**config.mk**
```make
export PLATFORM = sky130hd
export DESIGN_NAME = bounded_deque_core
export DESIGN_NICKNAME = d
export VERILOG_FILES = /design/src/design/bdq_pkg.sv /design/src/design/bdq_cell.sv /design/src/design/bdq_chain.sv /design/src/design/bounded_deque_core.sv
export SDC_FILE = /design/constraint.sdc
export NUM_CORES = 2
export LEC_CHECK = 0
export ABC_AREA = 0
export BUFFER_PORTS_ARGS = -buffer_cell sky130_fd_sc_hd__buf_2
export CORE_MARGIN = 2
export CORE_UTILIZATION = 45
export CTS_BUF_LIST = sky130_fd_sc_hd__clkbuf_2 sky130_fd_sc_hd__clkbuf_4 sky130_fd_sc_hd__clkbuf_8
export DETAILED_ROUTE_END_ITERATION = 7
export GPL_ROUTABILITY_DRIVEN = 0
export MAX_ROUTING_LAYER = met4
export PLACE_DENSITY_LB_ADDON = 0.12
export SYNTH_ARGS = -nofsm -noshare
export SYNTH_HDL_FRONTEND = slang
export SYNTH_SLANG_ARGS = --single-unit
```
**constraint.sdc**
```tcl
create_clock -name clk -period 6.95 [get_ports clk]
set_input_delay 0.3475 -clock clk [delete_from_list [all_inputs] [get_ports clk]]
set_output_delay 0.3475 -clock clk [all_outputs]
set_load 0.03 [all_outputs]
```
**src/design/bdq_pkg.sv**
```systemverilog
// Shared types, command and status codes for the bounded deque core.
package bdq_pkg;

  // Default sizing
  localparam int CAPACITY_DEF   = 16;
  localparam int DATA_WIDTH_DEF = 32;

  // Fixed field widths
  localparam int CMD_W    = 2;
  localparam int STATUS_W = 2;
  localparam int VALUE_W  = 32;

  // Command codes
  localparam logic [CMD_W-1:0] CMD_PUSH_FRONT = 2'd0;
  localparam logic [CMD_W-1:0] CMD_PUSH_BACK  = 2'd1;
  localparam logic [CMD_W-1:0] CMD_DROP_FRONT = 2'd2;
  localparam logic [CMD_W-1:0] CMD_DROP_BACK  = 2'd3;

  // Status codes
  localparam logic [STATUS_W-1:0] STAT_DONE  = 2'd0;
  localparam logic [STATUS_W-1:0] STAT_EMPTY = 2'd1;
  localparam logic [STATUS_W-1:0] STAT_FULL  = 2'd2;

  // Per-cycle control broadcast along one chain of cells
  typedef struct packed {
    logic insert;   // shift toward the tail, new value enters at the head cell
    logic remove;   // shift toward the head, head entry leaves
    logic append;   // write new value in the cell just past the last entry
  } cell_ctrl_t;

endpackage

```
**src/design/bdq_cell.sv**
```systemverilog
// One storage cell of a deque chain; trades data with its two neighbors.
module bdq_cell #(
  parameter int STORE_W = 32,
  parameter int CNT_W   = 5,
  parameter int INDEX   = 0
) (
  input  logic                clk,
  input  bdq_pkg::cell_ctrl_t ctrl,
  input  logic [CNT_W-1:0]    count,
  input  logic [STORE_W-1:0]  value,
  input  logic [STORE_W-1:0]  head_side_data,
  input  logic [STORE_W-1:0]  tail_side_data,
  output logic [STORE_W-1:0]  data_r,
  output logic [STORE_W-1:0]  data_nxt
);

  // Next content of this cell
  always_comb begin
    data_nxt = data_r;
    if (ctrl.insert) begin
      data_nxt = head_side_data;
    end else if (ctrl.remove) begin
      data_nxt = tail_side_data;
    end else if (ctrl.append && (count == CNT_W'(INDEX))) begin
      data_nxt = value;
    end
  end

  // Payload only, no reset
  always_ff @(posedge clk) begin
    data_r <= data_nxt;
  end

endmodule

```
**src/design/bdq_chain.sv**
```systemverilog
// Row of deque cells with the head at cell zero; reports the next head value.
module bdq_chain #(
  parameter int CAPACITY = bdq_pkg::CAPACITY_DEF,
  parameter int STORE_W  = 32,
  parameter int CNT_W    = $clog2(CAPACITY + 1)
) (
  input  logic                clk,
  input  bdq_pkg::cell_ctrl_t ctrl,
  input  logic [CNT_W-1:0]    count,
  input  logic [STORE_W-1:0]  value,
  output logic [STORE_W-1:0]  head_nxt
);

  logic [STORE_W-1:0] cell_data [CAPACITY];
  logic [STORE_W-1:0] cell_next [CAPACITY];

  // Cells, each linked to its neighbors
  for (genvar i = 0; i < CAPACITY; i++) begin : g_cell
    logic [STORE_W-1:0] head_side;
    logic [STORE_W-1:0] tail_side;

    if (i == 0) begin : g_head
      assign head_side = value;
    end else begin : g_mid
      assign head_side = cell_data[i-1];
    end

    if (i == CAPACITY - 1) begin : g_tail
      assign tail_side = cell_data[i];
    end else begin : g_body
      assign tail_side = cell_data[i+1];
    end

    bdq_cell #(
      .STORE_W(STORE_W),
      .CNT_W  (CNT_W),
      .INDEX  (i)
    ) u_cell (
      .clk           (clk),
      .ctrl          (ctrl),
      .count         (count),
      .value         (value),
      .head_side_data(head_side),
      .tail_side_data(tail_side),
      .data_r        (cell_data[i]),
      .data_nxt      (cell_next[i])
    );
  end

  assign head_nxt = cell_next[0];

endmodule

```
**src/design/bounded_deque_core.sv**
```systemverilog
// Bounded double-ended queue: top level with two cell chains and the result register.
//
// Usage:
//   Input channel (in_valid / in_stall / in_cmd / in_value) carries one
//   command per transaction: push front, push back, drop front, drop back.
//   Result channel (out_valid / out_stall / out_*) returns exactly one
//   transaction per command: status, entry count after the step, and the
//   front and back values after the step (zero when the queue is empty).
//   Entries live in two rows of cells: one keeps the front at its head
//   cell, the other keeps the back at its head cell, so both ends are
//   always at fixed places and every step is a single shift or write.
//   Latency: the result is registered and shows the cycle after the
//   command is taken. Throughput: one command per cycle while the result
//   side keeps up; in_stall rises only when a result is held and
//   out_stall is high, and the held result stays until taken.
//   Reset (rst_n low, synchronous) empties the queue and drops any
//   pending result; store contents are not cleared and need no sweep.
//   Drops on an empty queue and pushes on a full queue change nothing
//   and report their status.
module bounded_deque_core #(
  parameter int CAPACITY   = bdq_pkg::CAPACITY_DEF,
  parameter int DATA_WIDTH = bdq_pkg::DATA_WIDTH_DEF,
  parameter int CNT_W      = $clog2(CAPACITY + 1)
) (
  input  logic                         clk,
  input  logic                         rst_n,
  input  logic                         in_valid,
  output logic                         in_stall,
  input  logic [bdq_pkg::CMD_W-1:0]    in_cmd,
  input  logic signed [bdq_pkg::VALUE_W-1:0] in_value,
  output logic                         out_valid,
  input  logic                         out_stall,
  output logic [bdq_pkg::STATUS_W-1:0] out_status,
  output logic [CNT_W-1:0]             out_entry_count,
  output logic signed [bdq_pkg::VALUE_W-1:0] out_front_value,
  output logic signed [bdq_pkg::VALUE_W-1:0] out_back_value
);

  localparam int STORE_W = (DATA_WIDTH < bdq_pkg::VALUE_W) ? DATA_WIDTH : bdq_pkg::VALUE_W;
  localparam logic [CNT_W-1:0] FULL_COUNT = CNT_W'(CAPACITY);

  logic                         out_valid_r;
  logic [bdq_pkg::STATUS_W-1:0] status_r;
  logic [CNT_W-1:0]             count_r, count_nxt;
  logic [bdq_pkg::VALUE_W-1:0]  front_r, back_r;

  logic                         in_fire, out_fire;
  logic                         is_full, is_empty;
  logic                         do_push_front, do_push_back, do_drop_front, do_drop_back;
  logic [bdq_pkg::STATUS_W-1:0] status_nxt;
  bdq_pkg::cell_ctrl_t          front_ctrl, back_ctrl;
  logic [STORE_W-1:0]           store_value;
  logic [STORE_W-1:0]           front_head_nxt, back_head_nxt;
  logic [bdq_pkg::VALUE_W-1:0]  front_ext, back_ext;

  // Handshake
  assign out_fire = out_valid_r && !out_stall;
  assign in_stall = out_valid_r && out_stall;
  assign in_fire  = in_valid && !in_stall;

  assign is_full     = (count_r == FULL_COUNT);
  assign is_empty    = (count_r == '0);
  assign store_value = in_value[STORE_W-1:0];

  // Command decode
  always_comb begin
    do_push_front = 1'b0;
    do_push_back  = 1'b0;
    do_drop_front = 1'b0;
    do_drop_back  = 1'b0;
    status_nxt    = bdq_pkg::STAT_DONE;
    unique case (in_cmd)
      bdq_pkg::CMD_PUSH_FRONT: begin
        if (is_full) status_nxt = bdq_pkg::STAT_FULL;
        else         do_push_front = in_fire;
      end
      bdq_pkg::CMD_PUSH_BACK: begin
        if (is_full) status_nxt = bdq_pkg::STAT_FULL;
        else         do_push_back = in_fire;
      end
      bdq_pkg::CMD_DROP_FRONT: begin
        if (is_empty) status_nxt = bdq_pkg::STAT_EMPTY;
        else          do_drop_front = in_fire;
      end
      bdq_pkg::CMD_DROP_BACK: begin
        if (is_empty) status_nxt = bdq_pkg::STAT_EMPTY;
        else          do_drop_back = in_fire;
      end
      default: status_nxt = bdq_pkg::STAT_DONE;
    endcase
  end

  // Count update
  always_comb begin
    count_nxt = count_r;
    if (do_push_front || do_push_back) begin
      count_nxt = count_r + CNT_W'(1);
    end else if (do_drop_front || do_drop_back) begin
      count_nxt = count_r - CNT_W'(1);
    end
  end

  // Chain controls: front chain has the front at cell zero, back chain the back
  assign front_ctrl.insert = do_push_front;
  assign front_ctrl.remove = do_drop_front;
  assign front_ctrl.append = do_push_back;
  assign back_ctrl.insert  = do_push_back;
  assign back_ctrl.remove  = do_drop_back;
  assign back_ctrl.append  = do_push_front;

  bdq_chain #(
    .CAPACITY(CAPACITY),
    .STORE_W (STORE_W),
    .CNT_W   (CNT_W)
  ) u_front_chain (
    .clk     (clk),
    .ctrl    (front_ctrl),
    .count   (count_r),
    .value   (store_value),
    .head_nxt(front_head_nxt)
  );

  bdq_chain #(
    .CAPACITY(CAPACITY),
    .STORE_W (STORE_W),
    .CNT_W   (CNT_W)
  ) u_back_chain (
    .clk     (clk),
    .ctrl    (back_ctrl),
    .count   (count_r),
    .value   (store_value),
    .head_nxt(back_head_nxt)
  );

  // Zero-extend stored values, zero when empty
  always_comb begin
    front_ext = '0;
    back_ext  = '0;
    if (count_nxt != '0) begin
      front_ext[STORE_W-1:0] = front_head_nxt;
      back_ext[STORE_W-1:0]  = back_head_nxt;
    end
  end

  // Control state
  always_ff @(posedge clk) begin
    if (!rst_n) begin
      count_r     <= '0;
      out_valid_r <= 1'b0;
    end else begin
      count_r <= count_nxt;
      if (in_fire) begin
        out_valid_r <= 1'b1;
      end else if (out_fire) begin
        out_valid_r <= 1'b0;
      end
    end
  end

  // Result payload
  always_ff @(posedge clk) begin
    if (in_fire) begin
      status_r <= status_nxt;
      front_r  <= front_ext;
      back_r   <= back_ext;
    end
  end

  assign out_valid       = out_valid_r;
  assign out_status      = status_r;
  assign out_entry_count = count_r;
  assign out_front_value = front_r;
  assign out_back_value  = back_r;

  // Checks
  a_count_bound: assert property (@(posedge clk) disable iff (!rst_n)
    count_r <= FULL_COUNT)
    else $error("entry count above capacity");

  a_push_grows: assert property (@(posedge clk) disable iff (!rst_n)
    (do_push_front || do_push_back) |=> count_r == $past(count_r) + CNT_W'(1))
    else $error("push did not grow the count");

  a_empty_zero: assert property (@(posedge clk) disable iff (!rst_n)
    (out_valid_r && count_r == '0) |-> (front_r == '0 && back_r == '0))
    else $error("empty queue reports nonzero ends");

  a_full_status: assert property (@(posedge clk) disable iff (!rst_n)
    (out_valid_r && status_r == bdq_pkg::STAT_FULL) |-> count_r == FULL_COUNT)
    else $error("full status while not full");

  a_idle_holds: assert property (@(posedge clk) disable iff (!rst_n)
    !in_fire |=> $stable(count_r))
    else $error("count changed without a transaction");

endmodule
```
; Word-level counts from Yosys, hierarchy flattened
; Cells that the tools add are included.
[classes]
add_sub_neg = 2
n_mul = 0
div_mod_pow = 0
n_lt_le_gt_ge = 0
n_eq_ne = 21
shifts = 0
n_mux = 109
bitwise = 0
n_reduce_logical = 77
[op_table]
columns = cell, n
row1 = $mux 32, 96
row2 = $reduce_bool 3->1, 28
row3 = $eq 5x4->1 const B, 8
row4 = $logic_and 1x1->1, 35
row5 = $eq 5x3->1 const B, 4
row6 = $eq 5x2->1 const B, 2
row7 = $mux 5, 2
row8 = $mux 1, 9
row9 = $reduce_bool 2->1, 3
row10 = $add 5x1->5 const B, 1
row11 = $eq 5x1->1 const B, 1
row12 = $eq 5x5->1 const B, 1
row13 = $logic_not 5->1, 1
row14 = $reduce_bool 5->1, 1
row15 = $sub 5x1->5 const B, 1
row16 = $eq 2x2->1 const B, 2
row17 = $ne 2x2->1 const B, 2
row18 = $pmux 2 s2, 1
row19 = $reduce_and 2->1, 2
row20 = $reduce_or 2->1, 2
row21 = $eq 2x1->1 const B, 1
row22 = $logic_not 1->1, 2
row23 = $logic_not 2->1, 1
row24 = $logic_or 1x1->1, 2
row25 = $mux 2, 1
[totals]
ff_bits = 1096
latch_bits = 0
ramBits = 0
rom_bits = 0
inputBits = 38
n_memories = 0

; Logic depth before layout (Yosys ltp)
[logic_depth]
depth_word = 9
depth_mapped = 11
mapped_depth_nobuf = 7

; Modules after synthesis
; A second synthesis with hierarchy kept.
[unflattened]
hier_cells = 7447
hier_area_um2 = 58330.9
[by_module_without_submodules]
columns = module, instances, cells_per_inst, area_each_um2, seq_area_each_um2
row1 = bdq_cell (u_back_chain.g_cell[10].u_cell ...), 8, 227, 1706.6, 640.6
row2 = bdq_cell (u_back_chain.g_cell[1].u_cell ...), 4, 226, 1779.2, 640.6
row3 = bdq_cell (u_back_chain.g_cell[11].u_cell ...), 4, 227, 1749.2, 640.6
row4 = bdq_cell (u_back_chain.g_cell[4].u_cell ...), 4, 226, 1710.4, 640.6
row5 = bdq_cell (u_back_chain.g_cell[13].u_cell ...), 4, 227, 1704.1, 640.6
row6 = bdq_cell (u_back_chain.g_cell[3].u_cell ...), 2, 226, 1764.2, 640.6
row7 = bdq_cell (u_back_chain.g_cell[15].u_cell ...), 2, 227, 1745.4, 640.6
row8 = bdq_cell (u_back_chain.g_cell[12].u_cell ...), 2, 226, 1727.9, 640.6
row9 = bdq_cell (u_back_chain.g_cell[0].u_cell ...), 2, 225, 1724.2, 640.6
row10 = bounded_deque_core, 1, 199, 2982.9, 2102.0

; Worst setup path after synthesis
; Ideal clock, no wire load.
[synth_timing]
kind = register -> register
start = register out_valid_r (netlist: out_valid)
end = register u_back_chain.g_cell[15].u_cell.data_r[0] (enable)
arrival_time_ns = 3.665
slack_ns = 2.853
stages_incl_launch_ff = 6
synth_period_minus_slack_ns = 4.097
path_cell_list = dfxtp_1 > a21bo_2 > buf_2 > inv_2 > nand3_1 > a21oi_1
[synth_between]
elab_chain_len = 8
elab_cells_between_ends = 12
cone_classes = eq/ne (1) / mux (5) / reduce/logical (6)
[synth_rtl]
columns = item, line_no
row1 = start: declaration, bounded_deque_core.sv:42  ; logic out_valid_r;
row2 = start signal: assignment, bounded_deque_core.sv:149  ; out_valid_r <= 1'b0;
row3 = start signal: assignment, bounded_deque_core.sv:153  ; out_valid_r <= 1'b1;
row4 = start signal: assignment, bounded_deque_core.sv:155  ; out_valid_r <= 1'b0;
row5 = $logic_and 1x1->1 *, bounded_deque_core.sv:58  ; assign in_stall = out_valid_r && out_stall;
row6 = $logic_not 1->1 *, bounded_deque_core.sv:59  ; assign in_fire = in_valid && !in_stall;
row7 = $logic_and 1x1->1 *, bounded_deque_core.sv:59
row8 = named net in_fire, bounded_deque_core.sv:47  ; logic in_fire, out_fire;
row9 = $mux 1, "bounded_deque_core.sv:74, bounded_deque_core.sv:78"
row10 = $mux 1, bounded_deque_core.sv:72  ; unique case (in_cmd)
row11 = $logic_and 1x1->1, bdq_cell.sv:24  ; end else if (ctrl.append && (count == CNT_W'(INDEX))) begin
row12 = $reduce_bool 2->1 (no line), -
row13 = $reduce_and 2->1 (no line) *, -
row14 = end signal: assignment, bdq_cell.sv:31  ; data_r <= data_nxt;
row15 = end: declaration, bdq_cell.sv:13  ; output logic [STORE_W-1:0] data_r,
; Mark *: on every way through the listed nets, which the timed path passes. The rest lies on a longest branch.
; A chain may end at the register's enable or synchronous reset.

; Worst setup path in the final report
[layout_timing]
start = register count_r[1] (netlist: out_entry_count[1])
end = register front_r (netlist bit out_front_value[6]), data pin
[layout_between]
elab_chain_len = 7
elab_cells_between_ends = 19
cone_classes = add/sub (2) / eq/ne (1) / mux (11) / reduce/logical (5)
[layout_rtl]
columns = item, line_no
row1 = start: declaration, bounded_deque_core.sv:44  ; logic [CNT_W-1:0] count_r, count_nxt;
row2 = start signal: assignment, bounded_deque_core.sv:151  ; count_r <= count_nxt;
row3 = branches (longest 7 deep; another with $sub 5x1->5), -
row4 = end signal: assignment, bounded_deque_core.sv:164  ; front_r <= front_ext;
row5 = end: declaration, bounded_deque_core.sv:45  ; logic [bdq_pkg::VALUE_W-1:0] front_r, back_r;
; Several ways; the timed one is not identified.

==> summary.txt <==
STA
  – Clock skew: 0.0353 ns
  – Fmax: 245 MHz
  – Slew Viols, Final: 0
  – Setup_tns: 0 ns
  – Setup-failing EPs final: 0
  – RSZ-0062 raised after global routing: no
  – Final hold vios: 0
  – Crit share post-route: 58.8%
  – Worst-margin pin slew: 1.22 ns
  – Post-route minimum period: 4.09 ns
  – Max_slew headroom: 18.7%

Global route
  – Largest net degree at the start of global routing: 234
  – Overall Global Routing Usage: 24.0%
  – Initial antenna violation count: 3
  – First-pass GRT wire length: 194000 um
  – Number of global-route vias before repair: 32900
  – GRT overflow: 0

Power
  – P_leak: 20.1 nW
  – Pwr dens: 337 nW/um^2
  – VDD IR-drop max: 0.221 mV

Critical path
  – Top delay family on crit path: compound AO/OA/AOI/OAI gates
  – Worst setup EP type: register
  – CP Class: register to register
  – Cell mode on critical path: a21oi_1
  – Crit-path max FO: 48
  – Worst Path Required: 7.51 ns
  – CP max-delay cell: o211a_4
  – Startpoint Class: register
  – Worst-path cell chain: inv_1 > ha_1 > nor4b_2 > o21ai_0 > a21oi_1 > o211a_4 > buf_4 > a21oi_1
  – Buf/Inv on CP: 2
  – Arrival time at the worst endpoint: 4.64 ns
  – Slowest cell delay on critical path: 0.88 ns

Floorplan
  – Core region area: 105000 um^2
  – Die X: 330 um
  – Die height: 330 um
  – # rows: 119
  – Die Area: 109000 um^2
  – I/O pins: 111
  – Starting Density: 45.3%

Placed design
  – Dpl cells: 5914
  – HPWL Detailed: 66900 um
  – Port-buffer cells: 110
  – Cell Area, Placed: 49400 um^2

Finish
  – Final core occ: 50.9%
  – Final std cells w/o fill: 6297
  – Final Instance Area: 53600 um^2
  – Area growth syn-to-layout: 12.3%
  – Share of cells above drive strength 1: 10.8%
  – Nets: 4790

Synth
  – Syn Area/Cell: 10.2 um^2
  – Area leader, netlist: edfxtp_1
  – Post-synthesis cell type count: 44
  – Synth Area in Adders: 0.157%
  – Compound-Gate Fraction of Synth Area: 2.36%
  – Top area cells in the synthesized netlist: edfxtp_1 (65%), nor2_1 (15%), nor3_1 (9.5%)
  – Sequential area share after synthesis: 67.5%
  – Most frequent cell after synthesis: nor2_1
  – Post-synth EDFFs: 1026
  – Asr flop ratio synth: 0%
  – #FFs+latches synth: 1096
  – Most used DFF post-synth: edfxtp_1
  – Most frequent cells after synthesis: nor2_1 (1862), edfxtp_1 (1026), nor3_1 (901)
  – Top cell type's share of synthesized area: 64.6%
  – XOR/XNOR share of the synthesized area: 0.0367%
  – Synth Net Count: 4726
  – Post-Synth Simple-Gate Area: 26.5%
  – YS warnings: 0
  – Post-synthesis cell count: 4682
  – Largest family of logic cells by synthesized area: simple AND/OR/NAND/NOR gates
  – Mux cell area share after synthesis: 0%
  – Post-Syn Area: 47700 um^2

Clocking
  – Clk buf depth: 3
  – Clock-pin slew on the worst setup and hold paths: 0.06 ns
  – Number of H-tree levels: 4
  – CTS Buf Count: 184
  – Root Buffer: clkbuf_8
  – TritonCTS clock tree: yes
  – Post-CTS Setup Inserts: 0
  – Later-pin clock latency in the skew report: 0.86 ns
  – # clock sinks: 1096

Drt
  – DRC Markers: 0
  – Drt initial violations: 4204
  – Drt wl/cell: 20.3 um
  – TritonRoute pass-1 iters: 7
  – Routed wire length: 128000 um
  – Via count: 34900
  – Antenna Nets Post-Route: 0
  – Vias per cell: 5.54

Flow run
  – Max Cap Violations: 0

Min path
  – Hold crit path type: input port to register

Status
  – Status: finished clean
-- metrics by stage --
stage | hold WS [ns] | setup slack [ns] | power (mW)
3_5_place_dp | 0.492 | 2.89 | 12.2
5_1_grt | 0.229 | 2.61 | 18.9
2_1_floorplan | 0.465 | 2.85 | 11.1
6_report | 0.232 | 2.86 | 18.1
4_1_cts | 0.144 | 2.94 | 18.2
3_3_place_gp | 0.494 | 2.90 | 12.2
-- worst register-to-register path, delay by kind of cell (launching register included) --
family | cells | cell delay (ns)
adder cells (fa/ha/maj) | 1 | 0.53
AO/OA/AOI/OAI | 4 | 1.47
AND/OR/NAND/NOR | 1 | 0.83
buffers and inverters | 2 | 0.61
flip-flops | 1 | 0.36
-- cells in the final DEF, fill, tap and decap left out, types with 15 or more instances in the layout --
master         instances
nor2_1              1862
a21oi_1               66
edfxtp_1            1026
nand2_1              197
nand2_2               28
inv_1                 70
buf_4                 46
nand3_1               15
clkbuf_4              61
clkinv_1              29
dfxtp_1               70
a222oi_1              64
clkinv_2              25
clkbuf_8             216
nor3_1               899
dlygate4sd3_1         37
buf_2                110
-- final timing paths --
path | startpoint | endpoint | slack (ns) | cells after the start
hold / removal | in_cmd[0] | u_back_chain.g_cell[4].u_cell.data_r[25] | 0.23 | 4
setup / recovery | out_entry_count[1] | out_front_value[6] | 2.86 | 8
setup reg to reg | out_entry_count[1] | out_front_value[6] | 2.86 | 8
hold reg to reg | u_front_chain.g_cell[0].u_cell.data_r[26] | u_front_chain.g_cell[0].u_cell.data_r[26] | 0.51 | 2
-- registers in the layout, summed over array words and instances, names as in the netlist --
register and count:
u_front_chain.g_cell.u_cell.data_r 512, u_back_chain.g_cell.u_cell.data_r 512, out_valid 1, out_entry_count 5, out_back_value 32, out_status 2
out_front_value 32
-- cell type report --
| type | instances | area [um^2] |
|---|---|---|
| diodes | 1 | 2.50 |
| fillers | 9684 | 51700 |
| inverters | 71 | 269 |
| clock inverters | 68 | 412 |
| clock buffers | 277 | 3430 |
| well taps | 1391 | 1740 |
| repair buffers | 201 | 1430 |
| flip-flops and latches | 1096 | 32200 |
| multi-input cells | 3192 | 14100 |
-- cell families (layout without fill, tap and decap cells) --
| family | after synthesis | after routing |
|---|---|---|
| AOI/OAI and AO/OA | 151 | 151 |
| xor gates and xnor gates | 2 | 2 |
| adders and majority gates | 6 | 6 |
| buffers and inverters | 394 | 617 |
| DFF | 1096 | 1096 |
| other | 0 | 1 |
| and+or+nand+nor | 3033 | 3033 |
-- report_power, final --
| group | switching [mW] | internal (mW) | leakage, nW |
|---|---|---|---|
| logic | 2.27 | 0.862 | 7.94 |
| clock network | 2.72 | 3.24 | 2.05 |
| registers | 0.463 | 8.51 | 10.1 |
| total | 5.45 | 12.6 | 20.1 |
-- timing repair --
action | 4_1_cts | 5_1_grt
gates resized for setup | 0 | 0
endpoints found under the hold margin | 134 | 0
hold buffers | 37 | 0
endpoints found under the setup margin | 0 | 0
-- metal layers --
metal | share of wire [%] | global-route usage, % | wire length, um
met4 | 2.6 | 7.65 | 3390
met1 | 46 | 34.5 | 59100
met2 | 45 | 35.2 | 57500
met3 | 6.4 | 3.56 | 8140
met5 | 0 | - | 0
Note: power is estimated with default switching activity, not from simulation.
